==> config.mk <==
export PLATFORM = sky130hd
export DESIGN_NAME = rsq_fmul
export DESIGN_NICKNAME = d
export VERILOG_FILES = /design/src/hw/rtl/rsq_pkg.sv /design/src/hw/rtl/rsq_fmul.sv
export SDC_FILE = /design/constraint.sdc
export NUM_CORES = 2
export LEC_CHECK = 0
export ABC_AREA = 1
export BUFFER_PORTS_ARGS = -buffer_cell sky130_fd_sc_hd__buf_2
export CAP_MARGIN = 15
export CELL_PAD_IN_SITES_DETAIL_PLACEMENT = 0
export CELL_PAD_IN_SITES_GLOBAL_PLACEMENT = 2
export CORE_AREA = 3 3 325 327
export DETAILED_ROUTE_END_ITERATION = 7
export DIE_AREA = 0 0 328 330
export GPL_TIMING_DRIVEN = 0
export PLACE_DENSITY_LB_ADDON = 0.08
export SYNTH_ARGS = -nofsm -noshare
export SYNTH_HDL_FRONTEND = slang
export SYNTH_SLANG_ARGS = --single-unit
==> constraint.sdc <==
create_clock -name clock -period 9.85 [get_ports clock]
set_input_delay 1.4775 -clock clock [delete_from_list [all_inputs] [get_ports clock]]
set_output_delay 1.4775 -clock clock [all_outputs]
set_load 0.02 [all_outputs]
==> src/hw/rtl/rsq_pkg.sv <==
// Shared constants and float helper functions for the reciprocal square root pipeline.
`timescale 1ns / 1ps
package rsq_pkg;

   localparam logic [31:0] RSQ_MAGIC        = 32'h5F37_59DF;
   localparam logic [31:0] RSQ_HALF         = 32'h3F00_0000;
   localparam logic [31:0] RSQ_THREE_HALVES = 32'h3FC0_0000;
   localparam logic [31:0] RSQ_QNAN         = 32'h7FC0_0000;
   localparam logic [30:0] RSQ_INF_MAG      = 31'h7F80_0000;

   // Pipeline depths.
   localparam int MUL_STAGES = 3;
   localparam int ADD_STAGES = 4;
   localparam int PIPE_DEPTH = 4 * MUL_STAGES + ADD_STAGES;

   // Early-out result for NaN / inf / zero operands.
   typedef struct packed {
      logic        hit;
      logic [31:0] val;
   } rsq_spec_type;

   function automatic logic f_isnan(logic [31:0] x);
      return x[30:0] > RSQ_INF_MAG;
   endfunction

   function automatic logic f_isinf(logic [31:0] x);
      return x[30:0] == RSQ_INF_MAG;
   endfunction

   function automatic logic f_iszero(logic [31:0] x);
      return x[30:0] == 31'd0;
   endfunction

   // Leading zero count, 24 bits.
   function automatic logic [4:0] clz24(logic [23:0] v);
      logic [4:0] n;
      n = 5'd24;
      for (int i = 0; i < 24; i++) begin
         if (v[i]) begin
            n = 5'(23 - i);
         end
      end
      return n;
   endfunction

   // Leading zero count, 28 bits.
   function automatic logic [4:0] clz28(logic [27:0] v);
      logic [4:0] n;
      n = 5'd28;
      for (int i = 0; i < 28; i++) begin
         if (v[i]) begin
            n = 5'(27 - i);
         end
      end
      return n;
   endfunction

   // Round m (leading one at bit 47) with biased exponent be to single, RNE.
   // Handles gradual underflow and overflow to infinity.
   function automatic logic [31:0] rsq_round(logic s, logic signed [10:0] be,
                                            logic [47:0] m);
      logic signed [10:0] shw;
      logic signed [10:0] bo;
      logic [4:0]         sh;
      logic [73:0]        w;
      logic [24:0]        q;
      logic               g;
      logic               st;
      logic [31:0]        r;
      shw = 11'sd1 - be;
      if (be >= 11'sd1) begin
         sh = 5'd0;
      end else if (shw > 11'sd26) begin
         sh = 5'd26;
      end else begin
         sh = shw[4:0];
      end
      w  = {m, 26'd0} >> sh;
      q  = {1'b0, w[73:50]};
      g  = w[49];
      st = |w[48:0];
      q  = q + 25'(g & (st | q[0]));
      bo = be;
      if (be >= 11'sd1) begin
         if (q[24]) begin
            q  = q >> 1;
            bo = be + 11'sd1;
         end
         if (bo >= 11'sd255) begin
            r = {s, RSQ_INF_MAG};
         end else begin
            r = {s, bo[7:0], q[22:0]};
         end
      end else begin
         r = {s, 7'd0, q[23:0]};
      end
      return r;
   endfunction

endpackage

==> src/hw/rtl/rsq_fmul.sv <==
// Three-stage single-precision multiplier: unpack, multiply, round.
`timescale 1ns / 1ps
module rsq_fmul (
   input  logic        clock,
   input  logic        en,
   input  logic [31:0] a,
   input  logic [31:0] b,
   output logic [31:0] p
);
   import rsq_pkg::*;

   // stage 1
   rsq_spec_type       s1_spec_ff, s1_spec_in;
   logic               s1_sign_ff, s1_sign_in;
   logic signed [10:0] s1_exp_ff, s1_exp_in;
   logic [23:0]        s1_ma_ff, s1_ma_in, s1_mb_ff, s1_mb_in;
   // stage 2
   rsq_spec_type       s2_spec_ff;
   logic               s2_sign_ff;
   logic signed [10:0] s2_exp_ff;
   logic [47:0]        s2_prod_ff, s2_prod_in;
   // stage 3
   logic [31:0]        s3_res_ff, s3_res_in;

   logic [7:0]  eba, ebb;
   logic [23:0] ma, mb;
   logic [4:0]  la, lb;
   logic        sgn;

   always_comb begin
      sgn = a[31] ^ b[31];
      eba = (a[30:23] == 8'd0) ? 8'd1 : a[30:23];
      ebb = (b[30:23] == 8'd0) ? 8'd1 : b[30:23];
      ma  = {(a[30:23] != 8'd0), a[22:0]};
      mb  = {(b[30:23] != 8'd0), b[22:0]};
      la  = clz24(ma);
      lb  = clz24(mb);
      s1_ma_in   = ma << la;
      s1_mb_in   = mb << lb;
      s1_exp_in  = $signed(11'(eba)) + $signed(11'(ebb)) - $signed(11'(la))
                   - $signed(11'(lb));
      s1_sign_in = sgn;
      s1_spec_in = '{hit: 1'b0, val: 32'd0};
      if (f_isnan(a) || f_isnan(b)) begin
         s1_spec_in = '{hit: 1'b1, val: RSQ_QNAN};
      end else if (f_isinf(a) || f_isinf(b)) begin
         if (f_iszero(a) || f_iszero(b)) begin
            s1_spec_in = '{hit: 1'b1, val: RSQ_QNAN};
         end else begin
            s1_spec_in = '{hit: 1'b1, val: {sgn, RSQ_INF_MAG}};
         end
      end else if (f_iszero(a) || f_iszero(b)) begin
         s1_spec_in = '{hit: 1'b1, val: {sgn, 31'd0}};
      end
   end

   assign s2_prod_in = s1_ma_ff * s1_mb_ff;

   always_comb begin
      if (s2_spec_ff.hit) begin
         s3_res_in = s2_spec_ff.val;
      end else if (s2_prod_ff[47]) begin
         s3_res_in = rsq_round(s2_sign_ff, s2_exp_ff - 11'sd126, s2_prod_ff);
      end else begin
         s3_res_in = rsq_round(s2_sign_ff, s2_exp_ff - 11'sd127, s2_prod_ff << 1);
      end
   end

   always_ff @(posedge clock) begin
      if (en) begin
         s1_spec_ff <= s1_spec_in;
         s1_sign_ff <= s1_sign_in;
         s1_exp_ff  <= s1_exp_in;
         s1_ma_ff   <= s1_ma_in;
         s1_mb_ff   <= s1_mb_in;
         s2_spec_ff <= s1_spec_ff;
         s2_sign_ff <= s1_sign_ff;
         s2_exp_ff  <= s1_exp_ff;
         s2_prod_ff <= s2_prod_in;
         s3_res_ff  <= s3_res_in;
      end
   end

   assign p = s3_res_ff;

endmodule

==> impl_metrics.env <==
export IMPL_outcome="finished clean"
export IMPL_slew_headroom_pct=21.9
export IMPL_drt_pass1_iterations=5
export IMPL_syn_area_per_cell_um2=7.04
export IMPL_r2r_start="s1_ma_ff[15]$_SDFFCE_PP0P_"
export IMPL_hold_path_class="flip-flop to flip-flop"
export IMPL_cts_buffers=17
export IMPL_crit_path_max_fanout=10
export IMPL_cts_sinks=160
export IMPL_design_core_area_um2=103000
export IMPL_routedWlPerCell_um=20.7
export IMPL_drt_iter0_drc=2249
export IMPL_place_area_um2=38200
export IMPL_dp_cells=6578
export IMPL_reg2reg_to="s2_prod_ff[44]$_DFFE_PP_"
export IMPL_crit_top_cell="nand2_1"
export IMPL_tightest_slew_ps=1170
export IMPL_crit_arrival_ps=9150
export IMPL_vias=32400
export IMPL_crit_slowest_cell="clkbuf_1"
export IMPL_postCtsHoldBufs=0
export IMPL_grt_max_degree=83
export IMPL_track_usage_pct=25.7
export IMPL_layout_nets=5972
export IMPL_drc=0
export IMPL_hold_viol=0
export IMPL_hpwlAfterDp_um=116000
export IMPL_end_kind="flip-flop"
export IMPL_post_cts_resized=0
export IMPL_criticalPathCategory="flip-flop to flip-flop"
export IMPL_clk_pin_slew_worst_paths_ps=80
export IMPL_n_antenna_cell=0
export IMPL_rows=118
export IMPL_setup_violations=0
export IMPL_clk_path_buf_depth=2
export IMPL_wl_um=137000
export IMPL_start_util_pct=34.8
export IMPL_holdPathStages=0
export IMPL_finalClockSkew_ps=15.7
export IMPL_drv_cap=0
export IMPL_portBuffers=97
export IMPL_seq_area_frac_synth_pct=13.4
export IMPL_htree_levels=4
export IMPL_die_width_um=328
export IMPL_syn_area_um2=35900
export IMPL_gp_congestion=0.923
export IMPL_die_y_um=330
export IMPL_cts_root_buf="clkbuf_16"
export IMPL_grt_overflow=0
export IMPL_ys_ff_latch=160
export IMPL_floorplan_die_area_um2=108000
export IMPL_fin_crit_sh_pct=89.8
export IMPL_yosysWarnings=0
export IMPL_cts_tree="built"
export IMPL_rr_worst_depth=32
export IMPL_io_pins=98
export IMPL_slew_violations=0
export IMPL_min_period_ps=8850
export IMPL_antenna_found_initial=1
export IMPL_grt_pass1_vias=32900
export IMPL_max_freq_mhz=113
export IMPL_syn_to_final_growth_pct=7.93
export IMPL_synth_fp_nets=5855
export IMPL_drtAntennaViolNets=0
export IMPL_final_common_cell="nand2_1"
export IMPL_rsz0062_at_grt="no"
export IMPL_insertion_delay_ps=500
export IMPL_crit_end="s2_prod_ff[44]$_DFFE_PP_"
export IMPL_tns_ps=0
export IMPL_ys_types=63
export IMPL_r2r_slack_ps=1000
export IMPL_grt_pass1_wl_um=208000
export IMPL_drive_above_1_share_pct=6.14
export IMPL_utilization_pct=37.5
export IMPL_synthArstFlopShare_pct=0
export IMPL_cts_setup_buffers=0
export IMPL_stdcell_area_um2=38800
export IMPL_vias_per_cell=4.90
export IMPL_final_cell_mix="nand2_1 (1620), inv_1 (937), fa_1 (487)"
export IMPL_synthFlopType="edfxtp_1"
export IMPL_critPathMaxStageDelay_ps=850
export IMPL_crit_start="s1_ma_ff[15]$_SDFFCE_PP0P_"
export IMPL_cp_required_ps=10150
export IMPL_final_cells=6610
export IMPL_synth_edff_count=160
export IMPL_syn_inst=5100
export IMPL_startpoint_type="flip-flop"
[state kept, by name, summed over array words and instances, names as in the netlist, 4 cells and up]
name and cells:
s2_prod_ff 48, s1_ma_ff 24, p 32, s2_exp_ff 11, s2_spec_ff 4, s1_spec_ff 4
s1_mb_ff 24, s1_exp_ff 11
[through the flow]
stage,hold slack (ps),setup slack [ps]
2_1_floorplan,400,2710
3_3_place_gp,403,976
3_5_place_dp,405,987
4_1_cts,422,960
5_1_grt,429,397
6_report,420,1000
[per-layer routing]
metal | wire, um | global-route usage, %
met1 | 60600 | 33.9
met2 | 65900 | 44.3
met3 | 5500 | 2.50
met4 | 4860 | 8.76
met5 | 0 | 0
[cells in the mapped netlist (19+ instances only)]
library cell | count | area [um^2]
a21oi_1 | 138 | 691
buf_2 | 32 | 160
clkbuf_1 | 162 | 608
edfxtp_1 | 160 | 4800
fa_1 | 487 | 9750
ha_1 | 202 | 2530
inv_1 | 937 | 3520
inv_2 | 19 | 71.3
nand2_1 | 1620 | 6080
nand2_2 | 31 | 194
nand3_1 | 350 | 1750
nand4_1 | 37 | 231
nor2_1 | 252 | 946
nor3_1 | 34 | 170
o21ai_0 | 268 | 1340
xnor2_1 | 37 | 324
xor2_1 | 79 | 692
[area by class of cell]
type,instances,area (um^2)
Multi-Input combinational cell,3744,26400
Timing Repair Buffer,98,523
Tap cell,1380,1730
Clock buffer,17,425
Sequential cell,160,4800
Fill cell,11400,64500
Buffer,236,1070
Clock inverter,15,173
Inverter,960,3610
[critical path: cells and delay by family, from the launching register on]
family                   cells  cell delay (ps)
AO/OA/AOI/OAI                6             1530
adder cells (fa/ha/maj)      8             3850
buffers and inverters        4             1070
AND/OR/NAND/NOR             13             1320
XOR/XNOR                     1              290
flip-flops                   1              580
[worst min path at each step]
stage	end	start	slack [ps]
5_1_grt	s2_exp_ff[1]$_DFFE_PP_	s1_exp_ff[1]$_DFFE_PP_	430
6_report	s2_exp_ff[10]$_DFFE_PP_	s1_exp_ff[10]$_DFFE_PP_	420
3_5_place_dp	s2_exp_ff[10]$_DFFE_PP_	s1_exp_ff[10]$_DFFE_PP_	400
2_1_floorplan	s2_exp_ff[0]$_DFFE_PP_	s1_exp_ff[0]$_DFFE_PP_	400
4_1_cts	s2_exp_ff[10]$_DFFE_PP_	s1_exp_ff[10]$_DFFE_PP_	420
3_3_place_gp	s2_exp_ff[0]$_DFFE_PP_	s1_exp_ff[0]$_DFFE_PP_	400
[cells by family after synthesis]
kind of cell	count (synthesis)	share of synthesized area (%)
xor gates and xnor gates	118	2.95
and+or+nand+nor	2425	28.5
muxes	9	0.251
adders and majority gates	689	34.2
DFF	160	13.4
AOI/OAI and AO/OA	503	7.73
buffers and inverters	1196	13.0
Power is not shown: default switching activity piles up to over one toggle a cycle in this logic, so the estimate is an artifact.
